**src/rtl/drid_pkg.sv**
```systemverilog
`timescale 1ns / 1ps

package drid_pkg;

   // request action codes
   localparam logic [2:0] ACT_WRITE   = 3'd0;
   localparam logic [2:0] ACT_READ    = 3'd1;
   localparam logic [2:0] ACT_CLEAR   = 3'd2;
   localparam logic [2:0] ACT_SET_ALL = 3'd3;
   localparam logic [2:0] ACT_REFRESH = 3'd4;
   localparam logic [2:0] ACT_DIM     = 3'd5;

   // register indexes (byte address / 4)
   localparam logic [1:0] REG_LEFT_ALIGNED   = 2'd0;
   localparam logic [1:0] REG_DIGIT_COUNT    = 2'd1;
   localparam logic [1:0] REG_REGISTER_COUNT = 2'd2;
   localparam logic [1:0] REG_DUTY           = 2'd3;

   localparam int UPC_W = 4;

   // microprogram addresses
   localparam logic [UPC_W-1:0] UPC_FETCH        = 4'd0;
   localparam logic [UPC_W-1:0] UPC_WRITE        = 4'd1;
   localparam logic [UPC_W-1:0] UPC_READ         = 4'd2;
   localparam logic [UPC_W-1:0] UPC_CLEAR_FILL   = 4'd3;
   localparam logic [UPC_W-1:0] UPC_BLANK_FRAME  = 4'd4;
   localparam logic [UPC_W-1:0] UPC_SET_FILL     = 4'd5;
   localparam logic [UPC_W-1:0] UPC_DATA_FRAME   = 4'd6;
   localparam logic [UPC_W-1:0] UPC_DIM_BRANCH   = 4'd7;
   localparam logic [UPC_W-1:0] UPC_DIM_BLANK    = 4'd8;
   localparam logic [UPC_W-1:0] UPC_DIM_DATA_OPT = 4'd9;
   localparam logic [UPC_W-1:0] UPC_BRT_DATA     = 4'd10;
   localparam logic [UPC_W-1:0] UPC_BRT_BLANK_OPT = 4'd11;
   localparam logic [UPC_W-1:0] UPC_ADVANCE      = 4'd12;

   typedef enum logic [2:0] {
      OP_FETCH,
      OP_WRITE,
      OP_READ,
      OP_FILL,
      OP_BRANCH,
      OP_FRAME,
      OP_ADVANCE
   } op_type;

   typedef struct packed {
      op_type           op;
      logic             blank;      // frame of zeros
      logic             fill_ones;  // fill with 255, else zero
      logic             cond;       // frame only if the second-frame test passes
      logic [UPC_W-1:0] next;
      logic [UPC_W-1:0] alt;        // branch target when on time exceeds off time
   } cw_type;

   typedef struct packed {
      logic busy;
      logic done;
   } div_status_type;

   function automatic cw_type microcode(input logic [UPC_W-1:0] upc);
      cw_type cw;
      cw = '{op: OP_FETCH, blank: 1'b0, fill_ones: 1'b0, cond: 1'b0,
             next: UPC_FETCH, alt: UPC_FETCH};
      unique case (upc)
         UPC_FETCH:        cw.op = OP_FETCH;
         UPC_WRITE:        cw.op = OP_WRITE;
         UPC_READ:         cw.op = OP_READ;
         UPC_CLEAR_FILL: begin
            cw.op   = OP_FILL;
            cw.next = UPC_BLANK_FRAME;
         end
         UPC_BLANK_FRAME: begin
            cw.op    = OP_FRAME;
            cw.blank = 1'b1;
         end
         UPC_SET_FILL: begin
            cw.op        = OP_FILL;
            cw.fill_ones = 1'b1;
            cw.next      = UPC_DATA_FRAME;
         end
         UPC_DATA_FRAME:   cw.op = OP_FRAME;
         UPC_DIM_BRANCH: begin
            cw.op   = OP_BRANCH;
            cw.next = UPC_DIM_BLANK;
            cw.alt  = UPC_BRT_DATA;
         end
         UPC_DIM_BLANK: begin
            cw.op    = OP_FRAME;
            cw.blank = 1'b1;
            cw.next  = UPC_DIM_DATA_OPT;
         end
         UPC_DIM_DATA_OPT: begin
            cw.op   = OP_FRAME;
            cw.cond = 1'b1;
            cw.next = UPC_ADVANCE;
         end
         UPC_BRT_DATA: begin
            cw.op   = OP_FRAME;
            cw.next = UPC_BRT_BLANK_OPT;
         end
         UPC_BRT_BLANK_OPT: begin
            cw.op    = OP_FRAME;
            cw.blank = 1'b1;
            cw.cond  = 1'b1;
            cw.next  = UPC_ADVANCE;
         end
         UPC_ADVANCE:      cw.op = OP_ADVANCE;
         default:          cw.op = OP_FETCH;
      endcase
      return cw;
   endfunction

   function automatic logic [UPC_W-1:0] dispatch(input logic [2:0] action);
      logic [UPC_W-1:0] target;
      unique case (action)
         ACT_WRITE:   target = UPC_WRITE;
         ACT_READ:    target = UPC_READ;
         ACT_CLEAR:   target = UPC_CLEAR_FILL;
         ACT_SET_ALL: target = UPC_SET_FILL;
         ACT_REFRESH: target = UPC_DATA_FRAME;
         ACT_DIM:     target = UPC_DIM_BRANCH;
         default:     target = UPC_FETCH;
      endcase
      return target;
   endfunction

endpackage

```
**src/rtl/drid_divider.sv**
```systemverilog
`timescale 1ns / 1ps

// Restoring 8-bit divider, one quotient bit per cycle.
module drid_divider (
   input  logic                    clock,
   input  logic                    reset,
   input  logic                    start,
   input  logic [7:0]              dividend,
   input  logic [7:0]              divisor,
   output drid_pkg::div_status_type status,
   output logic [7:0]              quotient
);

   logic       busy_ff;
   logic       done_ff;
   logic [2:0] count_ff;
   logic [7:0] rem_ff;
   logic [7:0] rem_in;
   logic [7:0] quo_ff;
   logic [7:0] quo_in;
   logic [7:0] den_ff;
   logic [8:0] trial;

   always_comb begin
      trial = {rem_ff, quo_ff[7]} - {1'b0, den_ff};
      if (!trial[8]) begin
         rem_in = trial[7:0];
         quo_in = {quo_ff[6:0], 1'b1};
      end else begin
         rem_in = {rem_ff[6:0], quo_ff[7]};
         quo_in = {quo_ff[6:0], 1'b0};
      end
   end

   always_ff @(posedge clock) begin
      if (reset) begin
         busy_ff  <= 1'b0;
         done_ff  <= 1'b0;
         count_ff <= 3'd0;
      end else begin
         done_ff <= busy_ff && !start && (count_ff == 3'd7);
         if (start) begin
            busy_ff  <= 1'b1;
            count_ff <= 3'd0;
         end else if (busy_ff) begin
            count_ff <= count_ff + 3'd1;
            if (count_ff == 3'd7) busy_ff <= 1'b0;
         end
      end
   end

   always_ff @(posedge clock) begin
      if (start) begin
         rem_ff <= 8'd0;
         quo_ff <= dividend;
         den_ff <= divisor;
      end else if (busy_ff) begin
         rem_ff <= rem_in;
         quo_ff <= quo_in;
      end
   end

   assign status.busy = busy_ff;
   assign status.done = done_ff;
   assign quotient    = quo_ff;

endmodule

```
**src/rtl/display_refresh_interlace_dimmer.sv**
```systemverilog
`timescale 1ns / 1ps

// Display memory and frame shifter for a high-voltage shift-register display
// driver, with interlaced on/off dimming. Requests are run by a small
// microprogram; one request is handled at a time. A request is taken in the
// idle cycle of the microprogram; it then does a write or a read, sends a frame
// of N bytes for refresh, or fills the memory and sends a frame for clear and
// set all, where N is the frame length. A dimming tick branches, sends its
// first frame, then a second frame or skips it, and updates the phase; at zero
// duty it branches and sends one blank frame. Frame bytes leave one per cycle
// while the response side keeps ready high; a stalled response holds the
// sequencer. Writing a duty with nonzero on and off times starts a bit-serial
// divide that derives the on/off ratio; requests are held off until it finishes.
module display_refresh_interlace_dimmer #(
   parameter int MAX_REGISTERS = 8
) (
   input  logic        clock,
   input  logic        reset,
   // request channel
   input  logic        req_valid,
   output logic        req_ready,
   input  logic [2:0]  req_action,
   input  logic [2:0]  req_position,
   input  logic [7:0]  req_write_byte,
   // response channel
   output logic        rsp_valid,
   input  logic        rsp_ready,
   output logic [7:0]  rsp_out_byte,
   output logic        rsp_is_read_reply,
   output logic        rsp_frame_blank,
   output logic        rsp_frame_last,
   // configuration port
   input  logic        psel,
   input  logic        penable,
   input  logic        pwrite,
   input  logic [3:0]  paddr,
   input  logic [31:0] pwdata,
   output logic [31:0] prdata,
   output logic        pready
);

   localparam int IW = (MAX_REGISTERS > 1) ? $clog2(MAX_REGISTERS) : 1;
   localparam logic [5:0] MAX_LEN = 6'(MAX_REGISTERS);

   // configuration
   logic       left_aligned_ff;
   logic [3:0] digit_count_ff;
   logic [3:0] register_count_ff;
   logic [7:0] duty_ff;
   logic [7:0] ratio_ff;

   // dimming state
   logic [7:0] loop_ff;
   logic [7:0] loop_in;
   logic [7:0] phase_ff;
   logic [7:0] phase_in;
   logic       advance;

   // sequencer
   logic [drid_pkg::UPC_W-1:0] upc_ff;
   logic [drid_pkg::UPC_W-1:0] upc_in;
   logic [IW-1:0]              cnt_ff;
   logic [IW-1:0]              cnt_in;
   drid_pkg::cw_type           cw;

   logic [2:0] pos_ff;
   logic [7:0] wbyte_ff;

   logic [7:0] mem_ff [MAX_REGISTERS];
   logic       mem_we;
   logic       fill_en;
   logic [IW-1:0] rd_addr;
   logic [7:0]    rd_data;

   logic       rsp_valid_ff;
   logic [7:0] out_byte_ff;
   logic       is_read_ff;
   logic       blank_ff;
   logic       last_ff;
   logic       load;
   logic [7:0] load_byte;
   logic       load_read;
   logic       load_last;
   logic       slot_free;

   logic       req_fire;
   logic       cfg_we;
   logic       duty_we;
   logic [7:0] new_on;
   logic [7:0] new_off;
   logic [7:0] div_num;
   logic [7:0] div_den;
   drid_pkg::div_status_type div_status;
   logic [7:0] div_quo;

   logic [7:0] on_t;
   logic [7:0] off_t;
   logic       off_gt_on;
   logic       extra_ok;
   logic [7:0] limit;
   logic [7:0] phase_p1;
   logic [7:0] loop_p1;

   logic [5:0] frame_len;
   logic [4:0] idx;
   logic       idx_ok;
   logic       last_byte;

   function automatic logic [15:0] on_off(input logic [7:0] d);
      logic [7:0] on;
      logic [7:0] off;
      if (d == 8'd0) begin
         on  = 8'd0;
         off = 8'd0;
      end else if (d == 8'hFF) begin
         on  = 8'd1;
         off = 8'd0;
      end else begin
         on  = d;
         off = 8'hFF - d;
      end
      return {on, off};
   endfunction

   // ---------------- configuration ----------------
   assign pready  = 1'b1;
   assign cfg_we  = psel && penable && pwrite;
   assign duty_we = cfg_we && (paddr[3:2] == drid_pkg::REG_DUTY);

   assign {new_on, new_off} = on_off(pwdata[7:0]);
   // one of on/off is always the smaller, so a single quotient serves both ratios
   assign div_num = (new_on > new_off) ? new_on : new_off;
   assign div_den = (new_on > new_off) ? new_off : new_on;

   drid_divider u_divider (
      .clock    (clock),
      .reset    (reset),
      .start    (duty_we && (div_den != 8'd0)),
      .dividend (div_num),
      .divisor  (div_den),
      .status   (div_status),
      .quotient (div_quo)
   );

   always_ff @(posedge clock) begin
      if (reset) begin
         left_aligned_ff   <= 1'b1;
         digit_count_ff    <= 4'd8;
         register_count_ff <= 4'd4;
         duty_ff           <= 8'hFF;
         ratio_ff          <= 8'd0;
      end else begin
         if (cfg_we) begin
            unique case (paddr[3:2])
               drid_pkg::REG_LEFT_ALIGNED:   left_aligned_ff   <= pwdata[0];
               drid_pkg::REG_DIGIT_COUNT:    digit_count_ff    <= pwdata[3:0];
               drid_pkg::REG_REGISTER_COUNT: register_count_ff <= pwdata[3:0];
               drid_pkg::REG_DUTY: begin
                  duty_ff  <= pwdata[7:0];
                  ratio_ff <= 8'd0;
               end
               default: ;
            endcase
         end else if (div_status.done) begin
            ratio_ff <= div_quo;
         end
      end
   end

   always_comb begin
      prdata = 32'd0;
      unique case (paddr[3:2])
         drid_pkg::REG_LEFT_ALIGNED:   prdata = {31'd0, left_aligned_ff};
         drid_pkg::REG_DIGIT_COUNT:    prdata = {28'd0, digit_count_ff};
         drid_pkg::REG_REGISTER_COUNT: prdata = {28'd0, register_count_ff};
         drid_pkg::REG_DUTY:           prdata = {24'd0, duty_ff};
         default:                      prdata = 32'd0;
      endcase
   end

   // ---------------- datapath ----------------
   always_comb begin
      if (register_count_ff == 4'd0)
         frame_len = 6'd1;
      else if ({2'b00, register_count_ff} > MAX_LEN)
         frame_len = MAX_LEN;
      else
         frame_len = {2'b00, register_count_ff};
   end

   // mirrored position for left-aligned digits
   always_comb begin
      if (left_aligned_ff && ({1'b0, pos_ff} < digit_count_ff))
         idx = {1'b0, digit_count_ff - {1'b0, pos_ff} - 4'd1};
      else
         idx = {2'b00, pos_ff};
   end
   assign idx_ok = {1'b0, idx} < MAX_LEN;

   assign {on_t, off_t} = on_off(duty_ff);
   assign off_gt_on = off_t > on_t;
   assign extra_ok  = (ratio_ff != 8'd0) && (phase_ff == 8'd0) &&
                      (off_gt_on ? (on_t != 8'd0) : (off_t != 8'd0));
   assign limit     = off_gt_on ? off_t : on_t;

   assign cw        = drid_pkg::microcode(upc_ff);
   assign slot_free = !rsp_valid_ff || rsp_ready;
   assign req_ready = (cw.op == drid_pkg::OP_FETCH) && !div_status.busy;
   assign req_fire  = req_valid && req_ready;

   assign rd_addr   = (cw.op == drid_pkg::OP_READ) ? IW'(idx) : cnt_ff;
   assign rd_data   = mem_ff[rd_addr];
   assign last_byte = ({{(6-IW){1'b0}}, cnt_ff} + 6'd1) == frame_len;

   always_comb begin
      phase_p1 = phase_ff + 8'd1;
      loop_p1  = loop_ff + 8'd1;
      phase_in = phase_ff;
      loop_in  = loop_p1;
      if (ratio_ff != 8'd0)
         phase_in = (phase_p1 >= ratio_ff) ? 8'd0 : phase_p1;
      if (loop_p1 >= limit) begin
         loop_in  = 8'd0;
         phase_in = 8'd0;
      end
   end

   // sequencer step
   always_comb begin
      upc_in    = upc_ff;
      cnt_in    = cnt_ff;
      mem_we    = 1'b0;
      fill_en   = 1'b0;
      advance   = 1'b0;
      load      = 1'b0;
      load_byte = rd_data;
      load_read = 1'b0;
      load_last = 1'b0;
      unique case (cw.op)
         drid_pkg::OP_FETCH: begin
            if (req_fire) upc_in = drid_pkg::dispatch(req_action);
         end
         drid_pkg::OP_WRITE: begin
            mem_we = ({3'b000, pos_ff} < frame_len) && idx_ok;
            upc_in = cw.next;
         end
         drid_pkg::OP_READ: begin
            if (slot_free) begin
               load      = 1'b1;
               load_read = 1'b1;
               load_byte = idx_ok ? rd_data : 8'd0;
               upc_in    = cw.next;
            end
         end
         drid_pkg::OP_FILL: begin
            fill_en = 1'b1;
            upc_in  = cw.next;
         end
         drid_pkg::OP_BRANCH: begin
            if (off_gt_on)
               upc_in = cw.next;
            else if (on_t == 8'd0)
               upc_in = drid_pkg::UPC_BLANK_FRAME;
            else
               upc_in = cw.alt;
         end
         drid_pkg::OP_FRAME: begin
            if (cw.cond && !extra_ok) begin
               upc_in = cw.next;
            end else if (slot_free) begin
               load      = 1'b1;
               load_byte = cw.blank ? 8'd0 : rd_data;
               load_last = last_byte;
               if (last_byte) begin
                  cnt_in = '0;
                  upc_in = cw.next;
               end else begin
                  cnt_in = cnt_ff + IW'(1);
               end
            end
         end
         drid_pkg::OP_ADVANCE: begin
            advance = 1'b1;
            upc_in  = cw.next;
         end
         default: upc_in = drid_pkg::UPC_FETCH;
      endcase
   end

   always_ff @(posedge clock) begin
      if (reset) begin
         upc_ff   <= drid_pkg::UPC_FETCH;
         cnt_ff   <= '0;
         loop_ff  <= 8'd0;
         phase_ff <= 8'd0;
      end else begin
         upc_ff <= upc_in;
         cnt_ff <= cnt_in;
         if (duty_we) begin
            loop_ff  <= 8'd0;
            phase_ff <= 8'd0;
         end else if (advance) begin
            loop_ff  <= loop_in;
            phase_ff <= phase_in;
         end
      end
   end

   always_ff @(posedge clock) begin
      if (req_fire) begin
         pos_ff   <= req_position;
         wbyte_ff <= req_write_byte;
      end
   end

   // display memory
   always_ff @(posedge clock) begin
      if (reset) begin
         for (int i = 0; i < MAX_REGISTERS; i++) mem_ff[i] <= 8'd0;
      end else if (fill_en) begin
         for (int i = 0; i < MAX_REGISTERS; i++) begin
            if (6'(i) < frame_len) mem_ff[i] <= cw.fill_ones ? 8'hFF : 8'd0;
         end
      end else if (mem_we) begin
         mem_ff[IW'(idx)] <= wbyte_ff;
      end
   end

   // response register
   always_ff @(posedge clock) begin
      if (reset) begin
         rsp_valid_ff <= 1'b0;
      end else if (load) begin
         rsp_valid_ff <= 1'b1;
      end else if (rsp_ready) begin
         rsp_valid_ff <= 1'b0;
      end
   end

   always_ff @(posedge clock) begin
      if (load) begin
         out_byte_ff <= load_byte;
         is_read_ff  <= load_read;
         blank_ff    <= cw.blank && !load_read;
         last_ff     <= load_last;
      end
   end

   assign rsp_valid         = rsp_valid_ff;
   assign rsp_out_byte      = out_byte_ff;
   assign rsp_is_read_reply = is_read_ff;
   assign rsp_frame_blank   = blank_ff;
   assign rsp_frame_last    = last_ff;

endmodule
```
**config.mk**
```make
export PLATFORM = sky130hd
export DESIGN_NAME = display_refresh_interlace_dimmer
export DESIGN_NICKNAME = d
export VERILOG_FILES = /design/src/rtl/drid_pkg.sv /design/src/rtl/drid_divider.sv /design/src/rtl/display_refresh_interlace_dimmer.sv
export SDC_FILE = /design/constraint.sdc
export NUM_CORES = 1
export LEC_CHECK = 0
export ABC_AREA = 1
export BUFFER_PORTS_ARGS = -buffer_cell sky130_fd_sc_hd__buf_2
export CAP_MARGIN = 40
export CELL_PAD_IN_SITES_DETAIL_PLACEMENT = 0
export CELL_PAD_IN_SITES_GLOBAL_PLACEMENT = 1
export CORE_MARGIN = 4
export CORE_UTILIZATION = 40
export CTS_BUF_LIST = sky130_fd_sc_hd__clkbuf_8
export DETAILED_ROUTE_END_ITERATION = 16
export PLACE_DENSITY = 0.79
export SLEW_MARGIN = 10
export SYNTH_ARGS = -nofsm -noshare
export SYNTH_HDL_FRONTEND = slang
export SYNTH_HIERARCHICAL = 1
export SYNTH_SLANG_ARGS = --single-unit
```
**constraint.sdc**
```tcl
create_clock -name clock -period 9.98 [get_ports clock]
set_input_delay 2.994 -clock clock [delete_from_list [all_inputs] [get_ports clock]]
set_output_delay 2.994 -clock clock [all_outputs]
set_load 0.005 [all_outputs]
```
; Word-level counts from Yosys, hierarchy flattened
; Memories as Yosys holds them, arrays and structs flattened.
; Cells that the tools add are included.
[totals]
reg_bits = 100
ramBits = 64
in_bits = 57
out_inout_bits = 46
wordCells = 260
mem_count = 1
[memory_table]
columns = name, words, word_bits, read_ports, rd_clocked_by_memory_dff, wr, line
row1 = mem_ff, 8, 8, 1, 0, 8, display_refresh_interlace_dimmer.sv:69  ; logic [7:0] mem_ff [MAX_REGISTERS];
[classes]
n_addsub = 10
n_lt_le_gt_ge = 16
n_eq_ne = 35
mux = 112
bitwise_logic = 11
reduce_logical = 53
[op_table]
columns = cell, count
row1 = 8-bit two-way mux, 36
row2 = 32-bit case mux with 4 select lines, 1
row3 = 1-bit two-way mux, 55
row4 = 4-bit two-way mux, 11
row5 = 3-bit case mux with 6 select lines, 2
row6 = 8-bit zero test, 4
row7 = 8-bit nonzero test, 4
row8 = 3-bit by 6-bit < comparator with 1-bit output (first input constant), 4
row9 = 4-bit case mux with 6 select lines, 1
row10 = 4-bit equality test (second input constant), 5
row11 = 4-bit case mux with 5 select lines, 1
row12 = 3-bit equality test (second input constant), 6
row13 = 8-bit by 1-bit adder with 8-bit output (second input constant), 2
row14 = 4-bit by 3-bit equality test with 1-bit output (second input constant), 4
row15 = 8-bit equality test (second input constant), 2
row16 = 8-bit greater-or-equal comparator, 2
row17 = 8-bit > comparator, 2
row18 = 8-bit case mux with 2 select lines, 1
row19 = 8-bit subtractor (first input constant), 2
row20 = 1-bit logical AND, 14
row21 = 3-bit by 2-bit equality test with 1-bit output (second input constant), 4
row22 = 1-bit by 6-bit < comparator with 1-bit output (first input constant), 2
row23 = 2-bit by 6-bit < comparator with 1-bit output (first input constant), 2
row24 = 2-bit AND reduction, 6
row25 = other kinds (34), 64

; Longest topological paths before layout
[logic_depth]
word_depth = 12
depth_mapped = 28
mapped_depth_nobuf = 26

; Hierarchy
; The synthesis kept the hierarchy.
[modules_own_cells]
columns = mod, instances, cells_each, area_per_inst_um2, seq_area_each_um2
row1 = display_refresh_interlace_dimmer, 1, 1191, 8914.8, 3563.4
row2 = drid_divider, 1, 213, 1635.3, 740.7

; Least setup slack after synthesis
; Ideal clock, no wire load.
[synth_path]
path_kind = input to output
startpoint = input port paddr[2]
endpoint = output port prdata[0]
arrival_ns = 3.436
required_time_ns = 6.986
setup_slack_ns = 3.550
stages = 4
cell_sequence = inv_1 -> nor2_1 -> nand2_1 -> o2111ai_1
[synth_between]
elab_chain_cells = 2
elab_cells_between_ends = 5
[synth_rtl]
columns = item, line
row1 = start: declaration, display_refresh_interlace_dimmer.sv:36  ; input logic [3:0] paddr,
row2 = 2-bit equality test (tied with other cells), display_refresh_interlace_dimmer.sv:172  ; unique case (paddr[3:2])
row3 = 32-bit case mux with 4 select lines *, display_refresh_interlace_dimmer.sv:172
row4 = end: declaration, display_refresh_interlace_dimmer.sv:38  ; output logic [31:0] prdata,
; Mark *: on every way between the ends. The rest lies on a longest branch, timed or not. The select of a mux whose other input is x is not followed.

; Worst setup path after layout
[layout_path]
startpoint = input port pwdata[0]
endpoint = register u_divider.quo_ff[2] (netlist: u_divider/quotient[2]), enable pin
[layout_between]
elab_chain_cells = 8
elab_cells_between_ends = 12
[layout_rtl]
columns = item, line
row1 = start: declaration, display_refresh_interlace_dimmer.sv:37  ; input logic [31:0] pwdata,
row2 = 8-bit subtractor / 8-bit equality test (equally long branches), "display_refresh_interlace_dimmer.sv:120, display_refresh_interlace_dimmer.sv:115"
row3 = 8-bit two-way mux, display_refresh_interlace_dimmer.sv:115  ; end else if (d == 8'hFF) begin
row4 = 8-bit two-way mux, display_refresh_interlace_dimmer.sv:112  ; if (d == 8'd0) begin
row5 = 8-bit > comparator, display_refresh_interlace_dimmer.sv:133  ; assign div_den = (new_on > new_off) ? new_off : new_on;
row6 = 8-bit two-way mux *, display_refresh_interlace_dimmer.sv:133
row7 = 8-bit nonzero test *, display_refresh_interlace_dimmer.sv:138  ; .start (duty_we && (div_den != 8'd0)),
row8 = 1-bit logical AND *, display_refresh_interlace_dimmer.sv:138
row9 = 2-bit nonzero test (no source line) *, -
row10 = end signal: assignment, drid_divider.sv:55  ; quo_ff <= dividend;
row11 = end signal: assignment, drid_divider.sv:59  ; quo_ff <= quo_in;
row12 = end: declaration, drid_divider.sv:19  ; logic [7:0] quo_ff;
; Mark *: on every way between the ends. The rest lies on a longest branch, timed or not.
; A chain may end at the register's enable or synchronous reset.

==> results.json <==
{
  "status": "complete, no violations",
  "synth_top_family_by_area": "simple AND/OR/NAND/NOR gates",
  "totalWireLength_mm": 24.2,
  "setup_ws_ns": 3.17,
  "drtIter0Drc": 804,
  "postCtsSetupBuffers": 0,
  "wl_per_cell_um": 13.7,
  "synthMuxAreaShare_pct": 0,
  "cts_tree": "yes",
  "worst_pin_slew_ns": 0.814,
  "fin_skew_ns": 0.0237,
  "synth_fa_ha_area_share_pct": 6.78,
  "critPathTopFamily": "simple AND/OR/NAND/NOR gates",
  "ys_types": 50,
  "grt_pass1_wl_mm": 39.9,
  "cts_max_path_buffers": 2,
  "nFillCells": 2627,
  "pre_cts_ws_ns": 2.64,
  "hold_end": "u_divider/count_ff[1]",
  "die_area_um2": 29000,
  "synth-compound-area-share_pct": 8.21,
  "hold_buffers": 0,
  "numCtsBuffers": 17,
  "drive_above_1_share_pct": 10.2,
  "post-dp-hpwl_mm": 18.3,
  "final_hold_viol_count": 0,
  "crit_fanout": 32,
  "clk_latency_ns": 0.47,
  "whs_path_depth": 2,
  "syn_to_final_growth_pct": 7.51,
  "crit_required_ns": 10.12,
  "power_density_nw_per_um2": 192,
  "start_kind": "input port",
  "drv_slew": 0,
  "mostFrequentLayoutCells": "nand2_1, inv_1, nand3_1",
  "critPathBufInv": 4,
  "ys_warn_count": 6,
  "setup_tns_ns": 0,
  "postPlaceCellArea_um2": 10900,
  "place_congestion": 0.807,
  "final_util_pct": 43.6,
  "core_um2": 26000,
  "synth_edf_count": 102,
  "min_period_ns": 6.81,
  "final_cell_area_um2": 11300,
  "root_buffer": "clkbuf_8",
  "maxCapViolCount": 0,
  "power_frac_seq_pct": 40.6,
  "htree_levels": 4,
  "syn_area_um2": 10600,
  "crit_start": "pwdata[0]",
  "r2r_end": "phase_ff[6]",
  "io_pins": 103,
  "synthCells": 1404,
  "fin_cells": 1771,
  "rows": 59,
  "vias": 8784,
  "regToRegSetupSlack_ns": 5.81,
  "drc": 0,
  "fin_crit_sh_pct": 68.2,
  "crit_type": "input port to flip-flop",
  "layout_commonest_cell": "nand2_1",
  "path_clk_slew_ns": 0.09,
  "initial_utilization_pct": 40.6,
  "setup_viol": 0,
  "dr.pass1.iters": 5,
  "cp_cell_sequence": "buf_2 > inv_1 > nand4_1 > nor2_1 > nor2_1 > ha_1 > inv_1 > a21oi_1 > o21ai_0 > nand2_1 > nand2_1 > nand2_1 > o21ai_0 > nand2_1 > nor2_1 > a21oi_1 > nor2_1 > inv_1",
  "die_w_um": 170,
  "async_reset_ff_share_pct": 0,
  "worstHoldStart": "u_divider/count_ff[1]",
  "critical-path-slowest-cell": "nor2_1",
  "synthSimpleGateAreaFrac_pct": 30.1,
  "synth_ff_type": "edfxtp_1",
  "overflow": 0,
  "critPathMaxStageDelay_ns": 0.59,
  "ant_nets": 0,
  "power.switching_uw": 895,
  "p_int_mw": 1.28,
  "max_freq_mhz": 147,
  "min_path_type": "flip-flop to flip-flop",
  "diodes": 0,
  "avgSynthCellArea_um2": 7.51,
  "fin_nets": 1536,
  "antenna_found_initial": 0,
  "clock_sinks": 164,
  "portBuffers": 51,
  "combPwrFrac_pct": 35.7,
  "ys_seq_elements": 164,
  "grt_max_degree": 73,
  "grt_pass1_vias": 7964,
  "max-vdd-ir-drop_uv": 98.8,
  "rsz0062_at_grt": "false",
  "leakage_nw": 5.63,
  "ys_seq_area_share_pct": 40.8,
  "die_h_um": 170,
  "swShare_pct": 41.1,
  "endpoint_kind": "flip-flop",
  "cts_resized": 0,
  "arrival_ns": 6.95,
  "slew_headroom_pct": 45.4,
  "grt.total_usage_pct": 16.9,
  "synth-xor-area-share_pct": 1.41,
  "pwr-share-clk_pct": 23.7,
  "dp_cells": 1739,
  "via_per_inst": 4.96,
  "r2r_cells": 17,
  "r2r-start": "duty_ff[7]"
}
-- worst max path at each step --
stage | end | slack [ns] | cells after the start
after floorplan | prdata[0] | 3.55 | 4
after global placement | u_divider/quotient[3] | 2.65 | 18
after detailed placement | u_divider/quotient[2] | 2.64 | 18
after CTS | u_divider/quotient[2] | 3.13 | 18
after global routing | u_divider/quotient[2] | 2.73 | 18
final | u_divider/quotient[2] | 3.17 | 18
-- cell families (layout without fill, tap and decap cells) --
| logic type | count (synthesis) | count (layout) |
|---|---|---|
| flip-flops | 164 | 164 |
| adder cells (fa/ha/maj) | 56 | 56 |
| AO/OA/AOI/OAI | 146 | 146 |
| buffers and inverters | 308 | 317 |
| other | 2 | 25 |
| AND/OR/NAND/NOR | 711 | 711 |
| XOR/XNOR | 17 | 17 |
-- metal layers --
metal / track usage [%] / wire [µm] / vias to the layer above
met3: 2.67 / 1300 / 15
li1: - / - / 4583
met1: 24.7 / 12000 / 3966
met5: 0 / 0 / -
met2: 26.1 / 10600 / 220
met4: 4.17 / 248 / 0
-- tightest hold or removal path, stage by stage, from the launching register on --
cell and delay [ns]:
dfxtp_1 0.32, nand2_1 0.06, a21oi_1 0.05
-- registers in the layout (all words and copies together), names as in the netlist, 4 cells and up --
register	count
u_divider/den_ff	8
upc_ff	4
loop_ff	8
u_divider/rem_ff	8
mem_ff	64
ratio_ff	8
duty_ff	8
rsp_out_byte	8
phase_ff	8
register_count_ff	4
u_divider/quotient	8
wbyte_ff	8
digit_count_ff	4
-- metrics by stage --
stage / hold slack (ns) / power [mW]
6_report: 0.467 / 2.18
5_1_grt: 0.496 / 2.34
4_1_cts: 0.474 / 2.20
3_5_place_dp: 0.460 / 1.68
3_3_place_gp: 0.452 / 1.67
2_1_floorplan: 0.442 / 1.48
-- final cells by class --
class / instances / area (µm²) / share of cell area, %
timing repair buffer: 59 / 330 / 2.91
inverter: 226 / 851 / 7.50
multi-input combinational: 955 / 5000 / 44.1
tap: 335 / 419 / 3.70
clock inverter: 15 / 201 / 1.78
sequential: 164 / 4300 / 37.9
clock buffer: 17 / 234 / 2.06
-- power groups by stage --
| stage | logic (mW) | registers (mW) | clock network (mW) |
|---|---|---|---|
| 2_1_floorplan | 0.597 | 0.878 | 0 |
| 3_3_place_gp | 0.768 | 0.898 | 0 |
| 3_5_place_dp | 0.781 | 0.900 | 0 |
| 4_1_cts | 0.783 | 0.884 | 0.528 |
| 5_1_grt | 0.896 | 0.893 | 0.555 |
| 6_report | 0.778 | 0.884 | 0.516 |
-- synth_stat cells (5+ instances only) --
library cell / number / share of area, %
o211ai_1: 11 / 0.78
ha_1: 54 / 6.4
nor2_1: 98 / 3.5
dfxtp_1: 62 / 12
clkbuf_2: 7 / 0.33
nand2_2: 11 / 0.65
a21oi_1: 55 / 2.6
xor2_1: 13 / 1.1
buf_4: 39 / 2.8
o21ai_1: 5 / 0.24
nand2_1: 372 / 13
nand4_1: 79 / 4.7
buf_2: 14 / 0.66
o21ai_0: 44 / 2.1
inv_2: 14 / 0.50
clkbuf_1: 17 / 0.60
nor3_1: 5 / 0.24
a211oi_1: 7 / 0.50
edfxtp_1: 102 / 29
buf_1: 5 / 0.18
nand3_1: 117 / 5.6
inv_1: 207 / 7.4
nor2_2: 5 / 0.30
Note: power is estimated with default switching activity, not from simulation.
